<file path="src/rtl/core/sle_pkg.sv">
// Shared types and codes for the sequential list engine.
`timescale 1ns / 1ps
package sle_pkg;

	localparam int LIST_DEPTH_DEF = 16;
	localparam int MAX_RESULTS    = 16;
	localparam int HIT_W          = $clog2(MAX_RESULTS + 1);

	localparam int OP_W     = 3;
	localparam int KEY_W    = 31;
	localparam int TAG_W    = 32;
	localparam int POS_W    = 5;
	localparam int STATUS_W = 3;
	localparam int FPOS_W   = 4;
	localparam int ECNT_W   = 5;

	localparam logic [OP_W-1:0] OP_INS_HEAD = 3'd0;
	localparam logic [OP_W-1:0] OP_INS_TAIL = 3'd1;
	localparam logic [OP_W-1:0] OP_INS_POS  = 3'd2;
	localparam logic [OP_W-1:0] OP_REM_HEAD = 3'd3;
	localparam logic [OP_W-1:0] OP_REM_TAIL = 3'd4;
	localparam logic [OP_W-1:0] OP_REM_POS  = 3'd5;
	localparam logic [OP_W-1:0] OP_SEARCH   = 3'd6;

	localparam logic [STATUS_W-1:0] STS_OK       = 3'd0;
	localparam logic [STATUS_W-1:0] STS_EMPTY    = 3'd1;
	localparam logic [STATUS_W-1:0] STS_FULL     = 3'd2;
	localparam logic [STATUS_W-1:0] STS_BADPOS   = 3'd3;
	localparam logic [STATUS_W-1:0] STS_NOTFOUND = 3'd4;

	localparam int CMD_W = 3;
	localparam logic [CMD_W-1:0] CELL_HOLD   = 3'd0;
	localparam logic [CMD_W-1:0] CELL_INSERT = 3'd1;
	localparam logic [CMD_W-1:0] CELL_REMOVE = 3'd2;
	localparam logic [CMD_W-1:0] CELL_SEARCH = 3'd3;
	localparam logic [CMD_W-1:0] CELL_ROTATE = 3'd4;

	typedef struct packed {
		logic [OP_W-1:0]  operation;
		logic [KEY_W-1:0] record_key;
		logic [TAG_W-1:0] name_tag;
		logic [POS_W-1:0] position;
	} sle_req_t;

	typedef struct packed {
		logic [STATUS_W-1:0] status;
		logic [FPOS_W-1:0]   found_position;
		logic [KEY_W-1:0]    out_key;
		logic [TAG_W-1:0]    out_name_tag;
		logic [ECNT_W-1:0]   entry_count;
		logic                last;
	} sle_rsp_t;

	// Broadcast from the controller to every cell
	typedef struct packed {
		logic [CMD_W-1:0] cmd;
		logic [KEY_W-1:0] key;
		logic [TAG_W-1:0] tag;
	} sle_ctrl_t;

	// What one cell shows its neighbors
	typedef struct packed {
		logic [KEY_W-1:0] key;
		logic [TAG_W-1:0] tag;
		logic             match;
	} sle_link_t;

endpackage

</file>
<file path="src/rtl/core/sle_cell.sv">
// One list slot: holds a record and a search match bit, shifts with its neighbors.
`timescale 1ns / 1ps
module sle_cell #(
	parameter int INDEX = 0,
	parameter int CMP_W = 7
) (
	input  logic               clk,
	input  logic               arst_n,
	input  sle_pkg::sle_ctrl_t ctrl,
	input  logic [CMP_W-1:0]   pos,
	input  logic [CMP_W-1:0]   count,
	input  sle_pkg::sle_link_t lower,
	input  sle_pkg::sle_link_t upper,
	output sle_pkg::sle_link_t link
);
	import sle_pkg::*;

	localparam logic [CMP_W-1:0] IDX = CMP_W'(INDEX);

	logic [KEY_W-1:0] key_q;
	logic [TAG_W-1:0] tag_q;
	logic             match_q;

	always_ff @(posedge clk) begin
		case (ctrl.cmd)
			CELL_INSERT: begin
				if (IDX == pos) begin
					key_q <= ctrl.key;
					tag_q <= ctrl.tag;
				end else if (IDX > pos) begin
					key_q <= lower.key;
					tag_q <= lower.tag;
				end
			end
			CELL_REMOVE: begin
				if (IDX >= pos) begin
					key_q <= upper.key;
					tag_q <= upper.tag;
				end
			end
			CELL_ROTATE: begin
				key_q <= upper.key;
				tag_q <= upper.tag;
			end
			default: begin
			end
		endcase
	end

	always_ff @(posedge clk or negedge arst_n) begin
		if (!arst_n) begin
			match_q <= 1'b0;
		end else begin
			case (ctrl.cmd)
				CELL_SEARCH: match_q <= (key_q == ctrl.key) && (IDX < count);
				CELL_ROTATE: match_q <= upper.match;
				default:     match_q <= match_q;
			endcase
		end
	end

	assign link.key   = key_q;
	assign link.tag   = tag_q;
	assign link.match = match_q;

endmodule

</file>
<file path="src/rtl/core/sequential_list_engine.sv">
// Top level of the sequential list engine: controller, output register and ring of cells.
`timescale 1ns / 1ps
// Ordered list of up to LIST_DEPTH records kept in a ring of cells, position 0 in
// the first cell. Inserts and removals shift every later cell by one place in the
// cycle the request transfers; the result is shown the next cycle and a new request
// is taken as soon as the output register is free, so these run at one request per
// cycle when the consumer keeps up. A search compares all cells at once in the
// transfer cycle, then turns the ring LIST_DEPTH times so that each record passes
// the first cell in position order, giving at most one result per step; the ring
// holds while the consumer stalls on a match. A search that matches nothing reports
// not-found once and leaves the ring as it is. At most 16 matches are reported.
module sequential_list_engine #(
	parameter int LIST_DEPTH = sle_pkg::LIST_DEPTH_DEF
) (
	input  logic              clk,
	input  logic              arst_n,
	input  logic              req_valid,
	output logic              req_ready,
	input  sle_pkg::sle_req_t req,
	output logic              rsp_valid,
	input  logic              rsp_ready,
	output sle_pkg::sle_rsp_t rsp
);
	import sle_pkg::*;

	localparam int IDX_W = (LIST_DEPTH > 1) ? $clog2(LIST_DEPTH) : 1;
	localparam int CNT_W = $clog2(LIST_DEPTH + 1);
	localparam int CMP_W = (CNT_W > POS_W) ? CNT_W : POS_W;

	localparam logic S_IDLE = 1'b0;
	localparam logic S_SCAN = 1'b1;

	logic             state_q, state_d;
	logic [CNT_W-1:0] count_q, count_d;
	logic [IDX_W-1:0] step_q, step_d;
	logic [HIT_W-1:0] hit_q, hit_d;
	logic             rsp_valid_q;
	sle_rsp_t         rsp_q;

	sle_ctrl_t        ctrl;
	logic [CMP_W-1:0] cell_pos;
	logic [CMP_W-1:0] cnt_c;
	logic [CMP_W-1:0] pos_c;
	logic [CMP_W-1:0] ins_pos;
	logic [CMP_W-1:0] rem_pos;
	logic [CMP_W-1:0] step_ext;
	logic             slot_free;
	logic             accept;
	logic             emit;
	sle_rsp_t         res;
	logic             full;
	logic             empty;
	logic             any_match;
	logic             more_match;
	logic             need_emit;

	sle_link_t           cell_link  [LIST_DEPTH];
	sle_link_t           upper_link [LIST_DEPTH];
	logic [LIST_DEPTH-1:0] match_vec;

	genvar gi;
	generate
		for (gi = 0; gi < LIST_DEPTH; gi++) begin : g_cell
			localparam int LO = (gi + LIST_DEPTH - 1) % LIST_DEPTH;
			localparam int UP = (gi + 1) % LIST_DEPTH;

			// The top cell wraps to the head; its match bit drops out of the ring
			if (gi == LIST_DEPTH - 1) begin : g_top
				assign upper_link[gi].key   = cell_link[UP].key;
				assign upper_link[gi].tag   = cell_link[UP].tag;
				assign upper_link[gi].match = 1'b0;
			end else begin : g_mid
				assign upper_link[gi] = cell_link[UP];
			end

			assign match_vec[gi] = cell_link[gi].match;

			sle_cell #(
				.INDEX (gi),
				.CMP_W (CMP_W)
			) u_cell (
				.clk    (clk),
				.arst_n (arst_n),
				.ctrl   (ctrl),
				.pos    (cell_pos),
				.count  (cnt_c),
				.lower  (cell_link[LO]),
				.upper  (upper_link[gi]),
				.link   (cell_link[gi])
			);
		end
	endgenerate

	assign slot_free  = !rsp_valid_q || rsp_ready;
	assign req_ready  = (state_q == S_IDLE) && slot_free;
	assign accept     = req_valid && req_ready;
	assign cnt_c      = CMP_W'(count_q);
	assign pos_c      = CMP_W'(req.position);
	assign step_ext   = CMP_W'(step_q);
	assign full       = (cnt_c == CMP_W'(LIST_DEPTH));
	assign empty      = (count_q == '0);
	assign any_match  = |match_vec;
	assign more_match = |match_vec[LIST_DEPTH-1:1];
	assign need_emit  = match_vec[0] && (hit_q < HIT_W'(MAX_RESULTS));

	always_comb begin
		ins_pos = pos_c;
		rem_pos = pos_c;
		case (req.operation)
			OP_INS_HEAD: ins_pos = '0;
			OP_INS_TAIL: ins_pos = cnt_c;
			OP_REM_HEAD: rem_pos = '0;
			OP_REM_TAIL: rem_pos = cnt_c - CMP_W'(1);
			default: begin
			end
		endcase
	end

	always_comb begin
		ctrl.cmd = CELL_HOLD;
		ctrl.key = req.record_key;
		ctrl.tag = req.name_tag;
		cell_pos = '0;
		state_d  = state_q;
		count_d  = count_q;
		step_d   = step_q;
		hit_d    = hit_q;
		emit     = 1'b0;

		res.status         = STS_OK;
		res.found_position = '0;
		res.out_key        = '0;
		res.out_name_tag   = '0;
		res.entry_count    = cnt_c[ECNT_W-1:0];
		res.last           = 1'b1;

		case (state_q)
			S_IDLE: begin
				if (accept) begin
					case (req.operation)
						OP_INS_HEAD, OP_INS_TAIL, OP_INS_POS: begin
							emit = 1'b1;
							if (full) begin
								res.status = STS_FULL;
							end else if (ins_pos > cnt_c) begin
								res.status = STS_BADPOS;
							end else begin
								ctrl.cmd           = CELL_INSERT;
								cell_pos           = ins_pos;
								count_d            = count_q + CNT_W'(1);
								res.found_position = ins_pos[FPOS_W-1:0];
								res.entry_count    = ECNT_W'(cnt_c + CMP_W'(1));
							end
						end
						OP_REM_HEAD, OP_REM_TAIL, OP_REM_POS: begin
							emit = 1'b1;
							if (empty) begin
								res.status = STS_EMPTY;
							end else if (rem_pos >= cnt_c) begin
								res.status = STS_BADPOS;
							end else begin
								ctrl.cmd           = CELL_REMOVE;
								cell_pos           = rem_pos;
								count_d            = count_q - CNT_W'(1);
								res.found_position = rem_pos[FPOS_W-1:0];
								res.out_key        = cell_link[rem_pos[IDX_W-1:0]].key;
								res.out_name_tag   = cell_link[rem_pos[IDX_W-1:0]].tag;
								res.entry_count    = ECNT_W'(cnt_c - CMP_W'(1));
							end
						end
						OP_SEARCH: begin
							if (empty) begin
								emit       = 1'b1;
								res.status = STS_EMPTY;
							end else begin
								ctrl.cmd = CELL_SEARCH;
								state_d  = S_SCAN;
								step_d   = '0;
								hit_d    = '0;
							end
						end
						default: begin
							emit       = 1'b1;
							res.status = STS_BADPOS;
						end
					endcase
				end
			end
			S_SCAN: begin
				if ((step_q == '0) && !any_match) begin
					// nothing matched: report once and drop the scan
					res.status = STS_NOTFOUND;
					if (slot_free) begin
						emit    = 1'b1;
						state_d = S_IDLE;
					end
				end else if (!need_emit || slot_free) begin
					// advance the ring one place; the head cell holds position step_q
					ctrl.cmd = CELL_ROTATE;
					step_d   = step_q + IDX_W'(1);
					if (need_emit) begin
						emit               = 1'b1;
						hit_d              = hit_q + HIT_W'(1);
						res.found_position = step_ext[FPOS_W-1:0];
						res.out_key        = cell_link[0].key;
						res.out_name_tag   = cell_link[0].tag;
						res.last           = (hit_q == HIT_W'(MAX_RESULTS - 1)) || !more_match;
					end
					if (step_q == IDX_W'(LIST_DEPTH - 1)) begin
						state_d = S_IDLE;
					end
				end
			end
			default: begin
				state_d = S_IDLE;
			end
		endcase
	end

	always_ff @(posedge clk or negedge arst_n) begin
		if (!arst_n) begin
			state_q     <= S_IDLE;
			count_q     <= '0;
			step_q      <= '0;
			hit_q       <= '0;
			rsp_valid_q <= 1'b0;
		end else begin
			state_q <= state_d;
			count_q <= count_d;
			step_q  <= step_d;
			hit_q   <= hit_d;
			if (emit) begin
				rsp_valid_q <= 1'b1;
			end else if (rsp_ready) begin
				rsp_valid_q <= 1'b0;
			end
		end
	end

	always_ff @(posedge clk) begin
		if (emit) begin
			rsp_q <= res;
		end
	end

	assign rsp_valid = rsp_valid_q;
	assign rsp       = rsp_q;

endmodule

</file>
<file path="config.mk">
export PLATFORM = sky130hd
export DESIGN_NAME = sequential_list_engine
export DESIGN_NICKNAME = d
export VERILOG_FILES = /design/src/rtl/core/sle_pkg.sv /design/src/rtl/core/sle_cell.sv /design/src/rtl/core/sequential_list_engine.sv
export SDC_FILE = /design/constraint.sdc
export NUM_CORES = 2
export LEC_CHECK = 0
export BUFFER_PORTS_ARGS = -buffer_cell sky130_fd_sc_hd__buf_2
export CAP_MARGIN = 40
export CORE_ASPECT_RATIO = 1.4
export CORE_MARGIN = 2
export CORE_UTILIZATION = 45
export DETAILED_ROUTE_END_ITERATION = 16
export PLACE_DENSITY_LB_ADDON = 0.05
export SETUP_SLACK_MARGIN = 0.02
export SLEW_MARGIN = 15
export SYNTH_ARGS = -nofsm -noshare
export SYNTH_HDL_FRONTEND = slang
export SYNTH_SLANG_ARGS = --single-unit
</file>
<file path="constraint.sdc">
create_clock -name clk -period 15.7 [get_ports clk]
set_input_delay 1.57 -clock clk [delete_from_list [all_inputs] [get_ports clk]]
set_output_delay 1.57 -clock clk [all_outputs]
set_load 0.05 [all_outputs]
</file>
==> impl_metrics.json <==
{
  "outcome": "finished, final reports clean",
  "drt-initial-drc-count": 13200,
  "synth_top_area_cell": "edfxtp_1",
  "h-tree-depth": 3,
  "min-delay-start": "g_cell[4].u_cell.match_q",
  "placementRows": 175,
  "regArea_um2": 33400,
  "hp-class": "register to register",
  "clk_latency_ns": 0.82,
  "synth_edf_count": 1084,
  "initial_utilization_pct": 45.3,
  "fin_util_pct": 49.8,
  "grt_pass1_vias": 70600,
  "post_cts_buffers": 0,
  "hold_depth": 2,
  "synth-seq-cells": 1116,
  "place.port_buffers": 152,
  "powerDensity_nw_per_um2": 175,
  "globalplace.congestion": 1.06,
  "start_kind": "input port",
  "cp_data_arrival_time_ns": 8.85,
  "power_leakage_nw": 25.5,
  "finalNetCount": 7898,
  "clock_sinks": 1116,
  "cts.clk_slew.worst_paths_ns": 0.06,
  "synth_flop_cell": "edfxtp_1",
  "die_area_um2": 167000,
  "grt_pass1_wl_mm": 574,
  "hold_viol_final": 0,
  "reg2reg_depth": 17,
  "critPathCaptureType": "register",
  "syn_area_um2": 73700,
  "min_period_ns": 8.44,
  "fin_crit_sh_pct": 53.8,
  "numCtsBuffers": 121,
  "synth_top_area_share_pct": 44.1,
  "fmax_mhz": 118,
  "synth_cell_types": 74,
  "clockBufferDepth": 3,
  "syn_inst": 8260,
  "synth-async-reset-ratio_pct": 2.87,
  "grt_start_max_net_pins": 224,
  "core-area_um2": 163000,
  "timing.slew.headroom_pct": 21.8,
  "worstReg2RegEnd": "g_cell[9].u_cell.key_q[30]",
  "final_common_cell": "nand2_1",
  "criticalPathCategory": "input port to register",
  "routed-via-count": 76900,
  "min_to": "g_cell[4].u_cell.match_q",
  "multi_input_area_um2": 36800,
  "synth_warnings": 0,
  "drv_cap": 0,
  "wire_per_inst_um": 40.7,
  "holdWs_ns": 0.503,
  "dr.pass1.iters": 12,
  "finalSetupTns_ns": 0,
  "critPathRequiredTime_ns": 16.11,
  "cts_tree": "done",
  "r2r-start": "cnt_c[1]",
  "final_cell_mix": "1175 x nand2_1, 1084 x edfxtp_1, 944 x o211ai_1",
  "drive_above_1_share_pct": 8.93,
  "syn-num-nets": 8353,
  "syn_to_final_growth_pct": 9.84,
  "wirelength_mm": 410,
  "io_pins": 153,
  "setup_violations": 0,
  "dp_hpwl_mm": 247,
  "drtAntennaViolNets": 0,
  "hold_buffers": 0,
  "seq_area_frac_synth_pct": 45.2,
  "drc": 0,
  "r2r_slack_ns": 7.43,
  "die_h_um": 483,
  "via_per_inst": 7.64,
  "cts_resized": 0,
  "die_w_um": 346,
  "root_buffer": "clkbuf_16",
  "grt_overflow": 0,
  "irDropWorstVdd_v": 0.000128,
  "cp_max_fo": 126,
  "worstMarginPinSlew_ns": 1.17,
  "antenna_found_initial": 45,
  "syn_avg_cell_area_um2": 8.93,
  "synthTopCellsByArea": "edfxtp_1 44%, o211ai_1 9.6%, nand2_1 6.0%",
  "fill_cells": 15500,
  "rsz0062_at_grt": "no",
  "grt.total_usage_pct": 48.0,
  "finClkSkew_ns": 0.0411,
  "drv_slew": 0
}
-- layout make-up --
| class | count | share of cell area [%] |
|---|---|---|
| multi-input combinational | 6109 | 45.5 |
| tap | 2124 | 3.28 |
| timing repair buffer | 436 | 4.93 |
| inverter | 21 | 0.116 |
| antenna | 37 | 0.114 |
| clock inverter | 78 | 1.01 |
| clock buffer | 147 | 3.91 |
| sequential | 1116 | 41.2 |
-- through the flow --
stage               total power, mW  area [µm²]  setup WS (ns)  std cells
floorplan                      8.23       73700           5.54       8260
detailed placement             10.7       76400           6.19       9779
global route                   14.5       80900           7.17      10000
finish                         14.2       81000           7.26      10100
global placement               10.6       75200           6.20       9705
CTS                            13.8       80300           6.98      10000
-- worst max path at each step --
| stage | start | endpoint | slack, ns | cells after the start |
|---|---|---|---|---|
| finish | req[70] | g_cell[4].u_cell.tag_q[17] | 7.26 | 19 |
| global route | req[70] | g_cell[4].u_cell.tag_q[16] | 7.17 | 19 |
| CTS | req[70] | g_cell[3].u_cell.key_q[28] | 6.98 | 19 |
| detailed placement | req[70] | g_cell[3].u_cell.key_q[28] | 6.19 | 19 |
| global placement | req[70] | g_cell[10].u_cell.key_q[30] | 6.20 | 17 |
| floorplan | req[70] | g_cell[2].u_cell.key_q[0] | 5.54 | 18 |
-- per-layer routing --
metal | vias to the layer above | routed length [µm] | global-route usage, %
met4 | 18 | 42400 | 43.8
met2 | 6837 | 177000 | 70.1
met3 | 1819 | 50100 | 13.9
met5 | - | 115 | 0.680
li1 | 30700 | - | -
met1 | 37500 | 140000 | 57.3
-- critical path, stage by stage --
cell	delay, ns
buf_2	0.26
nor2b_2	0.34
mux2i_4	0.30
buf_12	0.58
and2_4	0.77
inv_8	0.13
ha_1	0.34
nor2b_1	0.05
o21ai_0	0.36
a21oi_1	0.12
buf_4	0.23
a2bb2oi_2	0.49
o22ai_4	0.11
buf_4	0.40
o21bai_2	0.33
buf_4	0.25
a21oi_4	0.65
buf_4	0.54
buf_4	0.82
-- sequential cells by signal (all words and copies together) (netlist names) --
signal,flops
g_cell.u_cell.match_q,16
step_q,4
state_q,1
cnt_c,5
g_cell.u_cell.key_q,496
rsp,76
g_cell.u_cell.tag_q,512
hit_q,5
rsp_valid,1
-- Yosys cell counts, types with 3 or more instances --
cell type and instances:
o311ai_1 40, nand2b_1 7, o311ai_0 24, clkbuf_1 777
buf_2 178, o21ai_1 161, o22ai_1 10, a31oi_1 510
and3_1 257, nor2b_1 8, xor2_1 295, nand3_1 397
or3_1 5, a22o_1 9, xnor2_1 204, nor2_1 543
dfrtp_1 32, nand2_1 1180, a21o_1 6, o211ai_1 944
a32o_1 4, a311oi_1 252, ha_1 18, nor4_1 87
o21ai_0 505, o221ai_1 3, and2_1 6, o21a_1 7
nand4_1 73, a21oi_1 223, or2_1 5, nor3_1 26
a211oi_1 255, buf_1 47, buf_4 12, edfxtp_1 1084
inv_1 19
-- cells by family (layout without fill, tap and decap cells) --
family                     Yosys count  after routing  synth area share [%]
AOI/OAI and AO/OA                 2980           2980                  27.2
and+or+nand+nor                   2609           2609                  15.6
DFF                               1116           1116                  45.2
buffers and inverters             1035            682                  5.63
xor gates and xnor gates           499            499                  5.93
adders and majority gates           18             18                 0.305
muxes                                3              3                0.0577
other                                0             37                     0
-- power breakdown --
part / switching, mW / internal (mW) / total (mW)
registers: 0.836 / 4.53 / 5.37
clock network: 1.41 / 1.67 / 3.08
logic: 4.17 / 1.56 / 5.73
total: 6.41 / 7.76 / 14.2
Note: power is estimated with default switching activity, not from simulation.
